[src/rtl/ttsp_pkg.sv]
// ----------------------------------------------------------------------------
// Ternary token serial port package
// Shared types, transaction codes and character constants.
// ----------------------------------------------------------------------------
`timescale 1ns / 1ps

package ttsp_pkg;

  localparam int RING_DEPTH_DEF  = 27;
  localparam int TRITS_PER_TRYTE = 6;
  localparam int TRYTE_W         = 2 * TRITS_PER_TRYTE;
  localparam int CNT_W           = $clog2(TRITS_PER_TRYTE);

  localparam logic [7:0] CHAR_L = 8'h6C;
  localparam logic [7:0] CHAR_T = 8'h74;
  localparam logic [7:0] CHAR_A = 8'h61;
  localparam logic [7:0] CHAR_I = 8'h69;
  localparam logic [7:0] CHAR_U = 8'h75;

  localparam logic [1:0] TRIT_LA   = 2'd0;
  localparam logic [1:0] TRIT_LI   = 2'd1;
  localparam logic [1:0] TRIT_LU   = 2'd2;
  localparam logic [1:0] TRIT_BAD  = 2'd3;
  localparam logic [1:0] FLAG_SET  = 2'd2;
  localparam logic [1:0] FLAG_NONE = 2'd0;

  typedef enum logic [1:0] {
    FUNC_TOKEN = 2'd0,
    FUNC_TICK  = 2'd1,
    FUNC_READ  = 2'd2,
    FUNC_WRITE = 2'd3
  } func_t;

  typedef enum logic {
    ST_IDLE = 1'b0,
    ST_EXEC = 1'b1
  } state_t;

  typedef struct packed {
    func_t       func;
    logic [7:0]  token_first;
    logic [7:0]  token_second;
    logic [11:0] write_tryte;
  } item_t;

  typedef struct packed {
    logic [11:0] read_tryte;
    logic        tx_valid;
    logic [1:0]  tx_trit;
    logic [1:0]  has_input;
    logic [1:0]  has_output;
  } result_t;

endpackage

[src/rtl/ttsp_ring_mem.sv]
// ----------------------------------------------------------------------------
// Ring memory
// Synchronous single-read, single-write memory with per-entry valid flags so
// that every entry reads as zero after reset until it is first written.
// ----------------------------------------------------------------------------
`timescale 1ns / 1ps

module ttsp_ring_mem #(
  parameter int DEPTH = 27,
  parameter int WIDTH = 12
) (
  input  logic                     clk,
  input  logic                     rst,
  input  logic                     we,
  input  logic [$clog2(DEPTH)-1:0] waddr,
  input  logic [WIDTH-1:0]         wdata,
  input  logic                     re,
  input  logic [$clog2(DEPTH)-1:0] raddr,
  output logic [WIDTH-1:0]         rdata
);

  logic [WIDTH-1:0] mem [DEPTH];
  logic [DEPTH-1:0] valid;

  always_ff @(posedge clk) begin
    if (we) begin
      mem[waddr] <= wdata;
    end
    if (re) begin
      rdata <= valid[raddr] ? mem[raddr] : '0;
    end
  end

  always_ff @(posedge clk) begin
    if (rst) begin
      valid <= '0;
    end else if (we) begin
      valid[waddr] <= 1'b1;
    end
  end

endmodule

[src/rtl/ternary_token_serial_port_unit.sv]
// ----------------------------------------------------------------------------
// Ternary token serial port unit
// Receive and transmit rings of trytes with trit-serial token handling.
// ----------------------------------------------------------------------------
// The item channel carries one transaction per token, transmit tick, host read
// or host write, selected by func. Every transaction yields exactly one result
// on the result channel, carrying the read tryte, the transmitted trit and the
// two status flags as they stand after the transaction.
// Both rings live in synchronous memories with registered read data. An
// accepted transaction reads its ring entry in the accept cycle and modifies
// and writes it back in the execute state, when the result is loaded into
// the output register. Result valid rises as the result is loaded, and the
// unit takes no new transaction until the current one is done, set by this
// read-modify-write pass through the ring memories.
// When the receiver stalls, a finished result waits in the output register;
// one further transaction is accepted and then held before write-back until
// the output register is free.
// Reset clears the pointers, trit counts and the valid flags of both rings,
// so every ring entry reads as zero until written. No clearing pass is needed.
// ----------------------------------------------------------------------------
`timescale 1ns / 1ps

module ternary_token_serial_port_unit
  import ttsp_pkg::*;
#(
  parameter int RING_DEPTH = RING_DEPTH_DEF
) (
  input  logic    clk,
  input  logic    rst,
  input  logic    item_valid,
  output logic    item_ready,
  input  item_t   item,
  output logic    result_valid,
  input  logic    result_ready,
  output result_t result
);

  localparam int PTR_W = $clog2(RING_DEPTH);

  state_t state, state_next;
  item_t  cur_item;

  logic [PTR_W-1:0] rx_head, rx_head_next, rx_tail, rx_tail_next;
  logic [PTR_W-1:0] tx_head, tx_head_next, tx_tail, tx_tail_next;
  logic [CNT_W-1:0] rx_count, rx_count_next, tx_count, tx_count_next;

  logic               accept, done;
  logic               rx_we, tx_we;
  logic [PTR_W-1:0]   rx_waddr, tx_waddr, rx_raddr;
  logic [TRYTE_W-1:0] rx_wdata, tx_wdata, rx_rdata, tx_rdata;
  logic [1:0]         trit, gone;
  logic               trit_ok;
  result_t            result_next;

  function automatic logic [PTR_W-1:0] next_ptr(input logic [PTR_W-1:0] p);
    next_ptr = (p == PTR_W'(RING_DEPTH - 1)) ? '0 : p + 1'b1;
  endfunction

  assign accept   = item_valid && item_ready;
  assign rx_raddr = (item.func == FUNC_READ) ? rx_head : rx_tail;

  ttsp_ring_mem #(
    .DEPTH(RING_DEPTH),
    .WIDTH(TRYTE_W)
  ) u_rx_ring (
    .clk  (clk),
    .rst  (rst),
    .we   (rx_we),
    .waddr(rx_waddr),
    .wdata(rx_wdata),
    .re   (accept),
    .raddr(rx_raddr),
    .rdata(rx_rdata)
  );

  ttsp_ring_mem #(
    .DEPTH(RING_DEPTH),
    .WIDTH(TRYTE_W)
  ) u_tx_ring (
    .clk  (clk),
    .rst  (rst),
    .we   (tx_we),
    .waddr(tx_waddr),
    .wdata(tx_wdata),
    .re   (accept),
    .raddr(tx_head),
    .rdata(tx_rdata)
  );

  always_ff @(posedge clk) begin
    if (rst) begin
      state        <= ST_IDLE;
      rx_head      <= '0;
      rx_tail      <= '0;
      tx_head      <= '0;
      tx_tail      <= '0;
      rx_count     <= '0;
      tx_count     <= '0;
      result_valid <= 1'b0;
    end else begin
      state    <= state_next;
      rx_head  <= rx_head_next;
      rx_tail  <= rx_tail_next;
      tx_head  <= tx_head_next;
      tx_tail  <= tx_tail_next;
      rx_count <= rx_count_next;
      tx_count <= tx_count_next;
      if (done) begin
        result_valid <= 1'b1;
      end else if (result_ready) begin
        result_valid <= 1'b0;
      end
    end
  end

  always_ff @(posedge clk) begin
    if (accept) begin
      cur_item <= item;
    end
    if (done) begin
      result <= result_next;
    end
  end

  always_comb begin
    case (cur_item.token_second)
      CHAR_A:  begin trit = TRIT_LA; trit_ok = 1'b1; end
      CHAR_I:  begin trit = TRIT_LI; trit_ok = 1'b1; end
      CHAR_U:  begin trit = TRIT_LU; trit_ok = 1'b1; end
      default: begin trit = TRIT_LA; trit_ok = 1'b0; end
    endcase
  end

  assign gone = tx_rdata[TRYTE_W-1 -: 2];

  always_comb begin
    state_next    = state;
    item_ready    = 1'b0;
    done          = 1'b0;
    rx_head_next  = rx_head;
    rx_tail_next  = rx_tail;
    tx_head_next  = tx_head;
    tx_tail_next  = tx_tail;
    rx_count_next = rx_count;
    tx_count_next = tx_count;
    rx_we         = 1'b0;
    rx_waddr      = rx_tail;
    rx_wdata      = {rx_rdata[TRYTE_W-3:0], trit};
    tx_we         = 1'b0;
    tx_waddr      = tx_head;
    tx_wdata      = {tx_rdata[TRYTE_W-3:0], 2'b00};
    result_next   = '0;

    case (state)
      ST_IDLE: begin
        item_ready = 1'b1;
        if (item_valid) begin
          state_next = ST_EXEC;
        end
      end
      ST_EXEC: begin
        if (!result_valid || result_ready) begin
          done       = 1'b1;
          state_next = ST_IDLE;
          case (cur_item.func)
            FUNC_TOKEN: begin
              if (cur_item.token_first == CHAR_L && trit_ok) begin
                rx_we = 1'b1;
                if (rx_count == CNT_W'(TRITS_PER_TRYTE - 1)) begin
                  rx_count_next = '0;
                  rx_tail_next  = next_ptr(rx_tail);
                end else begin
                  rx_count_next = rx_count + 1'b1;
                end
              end else if (cur_item.token_first == CHAR_T &&
                           (cur_item.token_second == CHAR_A ||
                            cur_item.token_second == CHAR_U)) begin
                rx_count_next = '0;
              end
            end
            FUNC_TICK: begin
              if (tx_head != tx_tail) begin
                tx_we = 1'b1;
                if (gone != TRIT_BAD) begin
                  result_next.tx_valid = 1'b1;
                  result_next.tx_trit  = gone;
                end
                if (tx_count == CNT_W'(TRITS_PER_TRYTE - 1)) begin
                  tx_count_next = '0;
                  tx_head_next  = next_ptr(tx_head);
                end else begin
                  tx_count_next = tx_count + 1'b1;
                end
              end
            end
            FUNC_READ: begin
              result_next.read_tryte = rx_rdata;
              rx_head_next           = next_ptr(rx_head);
            end
            FUNC_WRITE: begin
              tx_we        = 1'b1;
              tx_waddr     = tx_tail;
              tx_wdata     = cur_item.write_tryte;
              tx_tail_next = next_ptr(tx_tail);
            end
            default: begin
            end
          endcase
          result_next.has_input  = (rx_head_next == rx_tail_next || rx_count_next != '0)
                                   ? FLAG_NONE : FLAG_SET;
          result_next.has_output = (tx_head_next == tx_tail_next) ? FLAG_NONE : FLAG_SET;
        end
      end
      default: begin
        state_next = ST_IDLE;
      end
    endcase
  end

`ifndef ASSERT_OFF
  a_accept_exec: assert property (@(posedge clk) disable iff (rst)
    accept |=> state == ST_EXEC)
    else $error("Accepted transaction did not enter execution.");

  a_done_result: assert property (@(posedge clk) disable iff (rst)
    done |=> result_valid)
    else $error("Finished transaction produced no result.");

  a_idle_no_write: assert property (@(posedge clk) disable iff (rst)
    state == ST_IDLE |-> !rx_we && !tx_we)
    else $error("Ring memory written outside execution.");

  a_counts_range: assert property (@(posedge clk) disable iff (rst)
    rx_count < CNT_W'(TRITS_PER_TRYTE) && tx_count < CNT_W'(TRITS_PER_TRYTE))
    else $error("Trit count out of range.");

  a_ptr_range: assert property (@(posedge clk) disable iff (rst)
    {1'b0, rx_head} < (PTR_W + 1)'(RING_DEPTH) &&
    {1'b0, rx_tail} < (PTR_W + 1)'(RING_DEPTH) &&
    {1'b0, tx_head} < (PTR_W + 1)'(RING_DEPTH) &&
    {1'b0, tx_tail} < (PTR_W + 1)'(RING_DEPTH))
    else $error("Ring pointer out of range.");
`endif

endmodule

[config.mk]
export PLATFORM = sky130hd
export DESIGN_NAME = ternary_token_serial_port_unit
export DESIGN_NICKNAME = d
export VERILOG_FILES = /design/src/rtl/ttsp_pkg.sv /design/src/rtl/ttsp_ring_mem.sv /design/src/rtl/ternary_token_serial_port_unit.sv
export SDC_FILE = /design/constraint.sdc
export NUM_CORES = 1
export LEC_CHECK = 0
export BUFFER_PORTS_ARGS = -buffer_cell sky130_fd_sc_hd__buf_2
export CAP_MARGIN = 20
export CORE_UTILIZATION = 55
export CTS_BUF_LIST = sky130_fd_sc_hd__clkbuf_16
export CTS_CLUSTER_DIAMETER = 30
export CTS_CLUSTER_SIZE = 10
export DETAILED_ROUTE_END_ITERATION = 7
export PLACE_DENSITY = 0.71
export SYNTH_ARGS = -nofsm -noshare
export SYNTH_HDL_FRONTEND = slang
export SYNTH_SLANG_ARGS = --single-unit
export TNS_END_PERCENT = 30
[constraint.sdc]
create_clock -name clk -period 4 [get_ports clk]
set_input_delay 0.8 -clock clk [delete_from_list [all_inputs] [get_ports clk]]
set_output_delay 0.8 -clock clk [all_outputs]
set_load 0.05 [all_outputs]
## After elaboration in Yosys (flattened, before gate mapping)

Memories as Yosys holds them, arrays and structs flattened. A register that Yosys moved wholly into a read port is not among the register bits.
Index checks and enable logic that the tools add are counted.
Widths: inputs -> output; s select.

- Logic and storage cells: 141
- Output and inout port bits: 21
- Memory bits (writable): 648
- Flip-flop bits (word level): 131
- Input bits: 34
- Memories kept: 2

Memory list:

| name | words | width | read ports | clocked after Yosys merged registers in | write ports | RTL line | RTL |
|---|---|---|---|---|---|---|---|
| u_rx_ring.mem | 27 | 12 | 1 | 1 | 1 | ttsp_ring_mem.sv:22 | `logic [WIDTH-1:0] mem [DEPTH];` |
| u_tx_ring.mem | 27 | 12 | 1 | 1 | 1 | ttsp_ring_mem.sv:22 |  |

- Add/sub/neg operators: 6
- Order comparisons: 6
- Equality and inequality tests: 19
- Bitwise logic cells: 3
- Reduce and logical (&&, ||, !) cells: 19
- Mux-type cells: 67

Operators by type and width:

| kind | count |
|---|---|
| $mux 5 | 24 |
| $or 27x27->27 | 2 |
| $eq 8x7->1 const B | 5 |
| $mux 12 | 3 |
| $lt 5x6->1 const B | 4 |
| $mux 3 | 8 |
| $mux 1 | 23 |
| $add 5x1->5 const B | 4 |
| $eq 5x5->1 const B | 4 |
| $bmux 1 s5 | 2 |
| $demux 1 s5 | 2 |
| $eq 5x5->1 | 2 |
| $ge 5x1->1 const B | 2 |
| $add 3x1->3 const B | 2 |
| $eq 2x2->1 const B | 3 |
| $eq 3x3->1 const B | 2 |
| $logic_and 1x1->1 | 5 |
| $ne 5x5->1 | 1 |
| $reduce_and 5->1 | 1 |
| $mux 2 | 2 |
| $pmux 1 s2 | 2 |
| $pmux 2 s2 | 1 |
| $reduce_and 4->1 | 1 |
| $logic_not 1->1 | 3 |
| 10 further kinds | 12 |

## Longest topological paths before layout

Gate-level depths: netlist of the first run.

- Word-level depth: 11
- Mapped depth: 14
- Mapped depth without buffers: 9

## Modules after synthesis

From an unflattened synthesis of the first run, not the netlist that was laid out.

- Cells, all modules: 1874
- Area, all modules: 32341.0 um^2

By module, submodules not included:

| module | cells each | times used | sequential area each (um^2) | area an instance (um^2) |
|---|---|---|---|---|
| ttsp_ring_mem (u_rx_ring) | 745 | 1 | 10630.2 | 14216.1 |
| ttsp_ring_mem (u_tx_ring) | 744 | 1 | 10630.2 | 14186.1 |
| ternary_token_serial_port_unit | 385 | 1 | 1971.9 | 3938.8 |

## Worst setup path after synthesis of the first run

OpenSTA, ideal clock, no wires.

- Kind: input port to flip-flop
- From: input port item_valid
- To: register cur_item[0] in the netlist's numbering (enable)
- Slack: 340 ps
- Buffers on the path: 0
- Arrival time: 3187 ps
- Stages on the path: 1
- Cell sequence: nor2b_1

- Longest elaborated chain between the ends: 1

Ends and longest elaborated chain:

| element | RTL line | RTL |
|---|---|---|
| from (decl) | ternary_token_serial_port_unit.sv:30 | `input logic item_valid,` |
| $logic_and 1x1->1 | ternary_token_serial_port_unit.sv:59 | `assign accept = item_valid && item_ready;` |
| to (signal assigned) | ternary_token_serial_port_unit.sv:118 | `cur_item <= item;` |
| to (decl) | ternary_token_serial_port_unit.sv:41 | `item_t cur_item;` |

Every way passes these cells.
A chain may end at the register's enable or synchronous reset.

## Worst setup path in the final report of the first run

- From: register cur_item[29] in the netlist's numbering
- To: memory u_tx_ring.mem[21][1] (enable)

- Longest elaborated chain between the ends: 6

Ends and longest elaborated chain:

| element | RTL line | RTL |
|---|---|---|
| $eq 2x2->1 or $eq 2x1->1 (tied branches) | ternary_token_serial_port_unit.sv:165 | `case (cur_item.func)` |
| $pmux 1 s2 | ternary_token_serial_port_unit.sv:165 |  |
| $mux 1 | ternary_token_serial_port_unit.sv:162 | `if (!result_valid \|\| result_ready) begin` |
| $mux 1 | ternary_token_serial_port_unit.sv:154 | `case (state)` |
| $mux 1 | ttsp_ring_mem.sv:26 | `if (we) begin` |
| $mux 1 (implied by the code) | ttsp_ring_mem.sv:27 | `mem[waddr] <= wdata;` |
| to (decl) | ttsp_ring_mem.sv:22 |  |

Parallel ways exist; a longest one is shown, timed or not.

==> results of run 1 <==
-- worst register-to-register path: stages (launching register included) --
cell,delay [ns]
edfxtp_1,0.32
buf_4,0.22
and2_1,0.37
nand3_1,0.22
buf_4,0.26
o21ai_1,0.66
nand2_1,0.30
nor2_1,0.19
buf_4,0.28
-- path summary, 6_finish.rpt --
kind | slack (ns) | startpoint | cells past startpoint | end
hold reg to reg | 0.46 | u_rx_ring.valid[2] | 2 | u_rx_ring.valid[2]
setup reg to reg | 0.84 | cur_item[29] | 8 | u_tx_ring.mem[21][1]
hold / removal | 0.25 | item[4] | 1 | cur_item[4]
setup / recovery | 0.84 | cur_item[29] | 8 | u_tx_ring.mem[21][1]
-- metal layers --
layer | up-vias | GRT usage (%)
met5 | - | 0
met4 | 0 | 10.8
met3 | 143 | 4.95
met2 | 727 | 42.6
met1 | 9160 | 32.5
li1 | 7774 | -
-- sequential cells by signal (all words and copies together) (netlist names) --
signal,cells
u_rx_ring.mem,324
u_tx_ring.mem,324
cur_item,30
u_rx_ring.valid,27
u_tx_ring.valid,27
result,17
u_rx_ring.rdata,12
u_tx_ring.rdata,12
rx_head,5
rx_tail,5
tx_head,5
tx_tail,5
rx_count,3
tx_count,3
result_valid,1
state,1
-- area by class of cell --
type	count	area [µm²]	share of cell area, %
sequential	801	23200	60.5
timing repair buffer	140	1010	2.63
antenna	1	2.50	0.00652
inverter	14	52.6	0.137
tap	765	957	2.49
multi-input combinational	960	8420	21.9
clock inverter	109	1220	3.19
clock buffer	139	3480	9.06
-- cells by family (layout without fill, tap and decap cells) --
kind of cell / Yosys count / in the layout / share of synthesized area [%]
DFF: 801 / 801 / 72.2
and+or+nand+nor: 454 / 454 / 6.39
muxes: 250 / 250 / 14.4
AOI/OAI and AO/OA: 225 / 225 / 4.29
buffers and inverters: 124 / 402 / 1.86
xor gates and xnor gates: 19 / 19 / 0.517
adders and majority gates: 10 / 10 / 0.389
other: 1 / 3 / 0.0116
-- cell usage in the layout (no fill, tap or decap), types with 24 or more instances in the layout --
| master | instances |
|---|---|
| a21oi_1 | 82 |
| o21ai_0 | 49 |
| mux4_2 | 168 |
| dfxtp_1 | 79 |
| buf_4 | 81 |
| nor2_1 | 159 |
| nand2_1 | 174 |
| a31oi_1 | 26 |
| clkbuf_16 | 139 |
| mux2i_1 | 75 |
| buf_2 | 52 |
| edfxtp_1 | 719 |
| inv_1 | 24 |
-- power by group --
part | total, mW | internal [mW] | switching (mW)
Combinational | 0.384 | 0.102 | 0.282
Clock | 11.7 | 7.66 | 4.06
Sequential | 9.28 | 9.21 | 0.0768
Total | 21.4 | 17.0 | 4.42
-- metrics by stage --
step,area (µm²),util (%)
final,38400,66.4
after global routing,38400,66.4
after CTS,38400,66.4
after detailed placement,33700,58.3
after global placement,33700,58.3
after floorplan,32200,-
==> metrics.md, run 1 <==
| Metric | Value |
|---|---|
| Seq/Total Area, Yosys | 72.2% |
| Vias in the first global route | 18500 |
| Power per standard cell area | 557 nW/µm² |
| Max cap viols | 0 |
| Drt first pass iters | 5 |
| Crit path buf inv count | 3 |
| Skew-Pair Late Insertion Delay | 0.72 ns |
| Worst-path cell chain | buf_4 > and2_1 > nand3_1 > buf_4 > o21ai_1 > nand2_1 > nor2_1 > buf_4 |
| Leakage | 13.1 nW |
| Post-Syn Instances | 1884 |
| FP Rows | 88 |
| Clock-pin slew on the worst setup and hold paths | 0.05 ns |
| Crit Path Class | flop to flop |
| Final worst setup slack | 0.843 ns |
| CTS tree | done |
| Synth cell types | 81 |
| Final period util | 78.9% |
| Worst-path maximum fanout | 16 |
| Setup WS pre-CTS | 0.417 ns |
| Critical Path Sink Type | flop |
| Main synth FF type | edfxtp_1 |
| Ys Warns | 0 |
| Post-CTS setup buffers | 0 |
| Initial antenna violation count | 2 |
| 1st-iter DRT viols | 1642 |
| Dpl cells | 2680 |
| H-tree levels | 4 |
| Die height | 244 µm |
| Hold WS | 0.253 ns |
| Delay-heaviest family, CP | simple AND/OR/NAND/NOR gates |
| TritonCTS Sinks | 801 |
| Post-synth top cells | edfxtp_1 (719), nand2_1 (174), mux4_2 (168) |
| Remaining DRCs | 0 |
| Avg Cell Area, Syn | 17.1 µm² |
| CP arrival | 3.54 ns |
| Max Used Layer | met4 |
| Die Wd | 244 µm |
| GPL Wtd Cong | 0.826 |
| CTS buffer count | 136 |
| M1 WL | 28900 µm |
| Synth top area cells | edfxtp_1 (67%), mux4_2 (12%), dfxtp_1 (5.1%) |
| Routed length on met2 | 37700 µm |
| Cell repeated most along the worst path | buf_4 |
| Worst Setup Start Kind | flop |
| Slew @ Worst Pin | 1.15 ns |
| Port-buffer cells | 52 |
| Post-synth EDFFs | 719 |
| Power Total | 21.4 mW |
| Synth top area share | 67.1% |
| Final Hold Viols | 0 |
| Overflow after GRT | 0 |
| Relative slew margins | 23.2% |
| Max Slew Vio Count | 0 |
| CTS hold repair buffers | 0 |
| Worst min-delay path class | primary input to flop |
| Crit-path slowest cell | o21ai_1 |
| Die ar. | 59500 µm² |
| Drt via density | 6.08 |
| Cell Area, Synth | 32200 µm² |
| Clk buf depth | 3 |
| Total core area | 57800 µm² |
| Final setup vio count | 0 |
| CP max stage delay | 0.66 ns |
| IR drop worst, VDD | 0.000536 V |
| DRT Wirelength | 73100 µm |
| FMAX | 0.317 GHz |
| Dominant cell type by area after synthesis | edfxtp_1 |
| Most frequent cell after synthesis | edfxtp_1 |
| Largest net degree at the start of global routing | 92 |
| Initial cell density of the core | 55.7% |
| Vias after detailed routing | 17800 |
| WL met3 | 4330 µm |
| Final ANT Viol Nets | 0 |
| Non-Filler Instances | 2929 |
| Wire per inst | 24.9 µm |
| Post-cts repair resize count | 0 |
| Worst EP required | 4.38 ns |
| Layout cell share with drive strength beyond 1 | 25.8% |
| Setup TNS | 0 ns |
| Outcome | complete, no violations |
| Fill cells | 3685 |
| Min Tclk post-route | 3.16 ns |
| RSZ-0062 raised after global routing | no |
| Syn-to-layout area delta | 19.2% |
| Root Buffer | clkbuf_16 |
| Post-DP HPWL | 41900 µm |
| Aggregate global-route resource usage | 25.4% |
| Worst Skew | 0.0494 ns |
| I/O pin cnt | 55 |
| Flops & latches, synth | 801 |
| Layout net count | 2097 |
| First-pass GRT wire length | 112000 µm |
| Async set-or-reset flop fraction in the synthesized netlist | 0% |
No activity file was read; power rests on OpenSTA's default activity.
==> inputs of run 2 (changes only) <==
- clock period: 4 -> 3.3 ns (I/O delays scaled with it)
==> metrics.md, run 2 (synthesis results as in run 1) <==
| Metric | Value |
|---|---|
| Overflow after GRT | 0 (unchanged) |
| Dpl cell area | 33900 µm² (+0.75%) |
| Switching pwr | 5.26 mW (+19%) |
| Remaining DRCs | 0 (unchanged) |
| Final Hold Viols | 0 (unchanged) |
| TritonCTS Sinks | 801 (unchanged) |
| Total core area | 57800 µm² (unchanged) |
| Setup WS pre-CTS | 0.103 ns (-0.314 ns) |
| Gate power share | 1.9% (about the same) |
| Post-CTS setup buffers | 0 (unchanged) |
| Critical Path Sink Type | flop |
| FP Rows | 88 (unchanged) |
| Dpl cells | 2702 (+0.82%) |
| Syn-to-layout area delta | 20.2% |
| CTS hold repair buffers | 0 (unchanged) |
| H-tree levels | 4 (unchanged) |
| Aggregate global-route resource usage | 25.9% (+0.53 points) |
| CTS buffer count | 141 (+3.7%) |
| Skew-Pair Late Insertion Delay | 0.71 ns (about the same) |
| Final worst setup slack | 0.327 ns (-0.516 ns) |
| Final instance area | 38700 µm² (+0.79%) |
| Non-Filler Instances | 2953 (+0.82%) |
| Worst-path maximum fanout | 10 (-6) |
| Worst Setup Start Kind | flop |
| Initial cell density of the core | 55.7% (unchanged) |
| Worst min-delay path class | primary input to flop |
| CTS tree | done |
| Largest net degree at the start of global routing | 83 (-9.8%) |
| Drt first pass iters | 5 (unchanged) |
| Int Power | 20.9 mW (+23%) |
| CP arrival | 3.42 ns (-0.12 ns) |
| Clk buf depth | 3 (unchanged) |
| Vias after detailed routing | 18100 (+1.6%) |
| Fin util | 66.9% (+0.52 points) |
| Clock-pin slew on the worst setup and hold paths | 0.05 ns (about the same) |
| Leakage | 13.3 nW (+1.8%) |
| Max Slew Vio Count | 0 (unchanged) |
| Power Total | 26.1 mW (+22%) |
| Slew @ Worst Pin | 1.13 ns (-0.0249 ns) |
| Fill cells | 3696 (+0.30%) |
| Final period util | 90.1% (+11 points) |
| Max cap viols | 0 (unchanged) |
| Layout cell share with drive strength beyond 1 | 26.6% (+0.81 points) |
| Final setup vio count | 0 (unchanged) |
| 1st-iter DRT viols | 1761 (+7.2%) |
| Die height | 244 µm (unchanged) |
| I/O pin cnt | 55 (unchanged) |
| GPL Wtd Cong | 0.794 (-3.9%) |
| Vias in the first global route | 18800 (+1.8%) |
| Switching share of power | 20.1% (-0.56 points) |
| Power per standard cell area | 675 nW/µm² (+21%) |
| Die Wd | 244 µm (unchanged) |
| Wire per inst | 25.3 µm (+1.6%) |
| Post-cts repair resize count | 0 (unchanged) |
| Crit Path Class | flop to flop |
| Initial antenna violation count | 1 (-1) |
| Most frequent cells in the layout | edfxtp_1 (719), nand2_1 (174), mux4_2 (168) |
| Outcome | complete, no violations |
| Layout net count | 2124 (+1.3%) |
| Hold WS | 0.123 ns (-0.129 ns) |
| Setup TNS | 0 ns (unchanged) |
| IR drop worst, VDD | 0.000590 V (+10%) |
| First-pass GRT wire length | 114000 µm (+1.4%) |
| Drt via density | 6.12 (+0.74%) |
| Commonest non-fill, non-tap cell in the layout | edfxtp_1 |
| FMAX | 0.336 GHz (+6.2%) |
| Largest registers | u_rx_ring.mem: 324 flops, u_tx_ring.mem: 324 flops, cur_item: 30 flops |
| RSZ-0062 raised after global routing | no |
| Worst EP required | 3.75 ns (-0.63 ns) |
| Port-buffer cells | 52 (unchanged) |
| Clock power share | 55.0% (+0.2 points) |
| Final ANT Viol Nets | 0 (unchanged) |
| Reg power frac | 43.1% (-0.3 points) |
| Min Tclk post-route | 2.97 ns (-0.184 ns) |
| Post-DP HPWL | 42200 µm (+0.69%) |
| Die ar. | 59500 µm² (unchanged) |
| DRT Wirelength | 74900 µm (+2.4%) |
| Worst Skew | 0.0246 ns (-0.0247 ns) |
| Relative slew margins | 24.8% (+1.7 points) |
| Root Buffer | clkbuf_16 |
## run 2: critical path, cell delays in order (launching register included)
cell,delay (ns)
dfxtp_1,0.55
xor2_1,0.15
nor4_2,0.54
a21oi_1,0.24
a21boi_0,0.48
nand2b_1,0.36
nor2_1,0.17
buf_4,0.22
## run 2: metal layers
| metal | GRT usage [%] | share of wire [%] |
|---|---|---|
| met1 | 32.5 | 39 |
| met2 | 43.9 | 51 |
| met3 | 5.50 | 6.8 |
| met4 | 10.8 | 3.3 |
| met5 | 0 | 0 |
## run 2: worst paths after layout
path                                     startpoint                    to  slack, ns  depth (start not counted)
worst min register to register  u_rx_ring.valid[18]   u_rx_ring.valid[18]       0.46                          2
worst min-delay path                       item[11]          cur_item[11]       0.12                          1
worst max register to register           tx_tail[4]  u_tx_ring.mem[10][6]       0.33                          7
worst max-delay path                     tx_tail[4]  u_tx_ring.mem[10][6]       0.33                          7
## run 2: power by group through the flow
stage               Clock, mW  Combinational, mW  Sequential, mW
CTS                      14.5              0.485            11.3
detailed placement          0              0.479            11.4
global placement            0              0.461            11.4
floorplan                   0              0.261            11.4
finish                   14.4              0.484            11.3
global route             15.0              0.518            11.3
## run 2: final cells by class
type	count	area, µm²	share of cell area, %
multi-input cells	960	8420	21.8
repair buffers	162	1260	3.26
flip-flops and latches	801	23200	60.1
well taps	765	957	2.47
diodes	1	2.50	0.00647
clock inverters	102	1050	2.71
clock buffers	148	3700	9.57
inverters	14	52.6	0.136
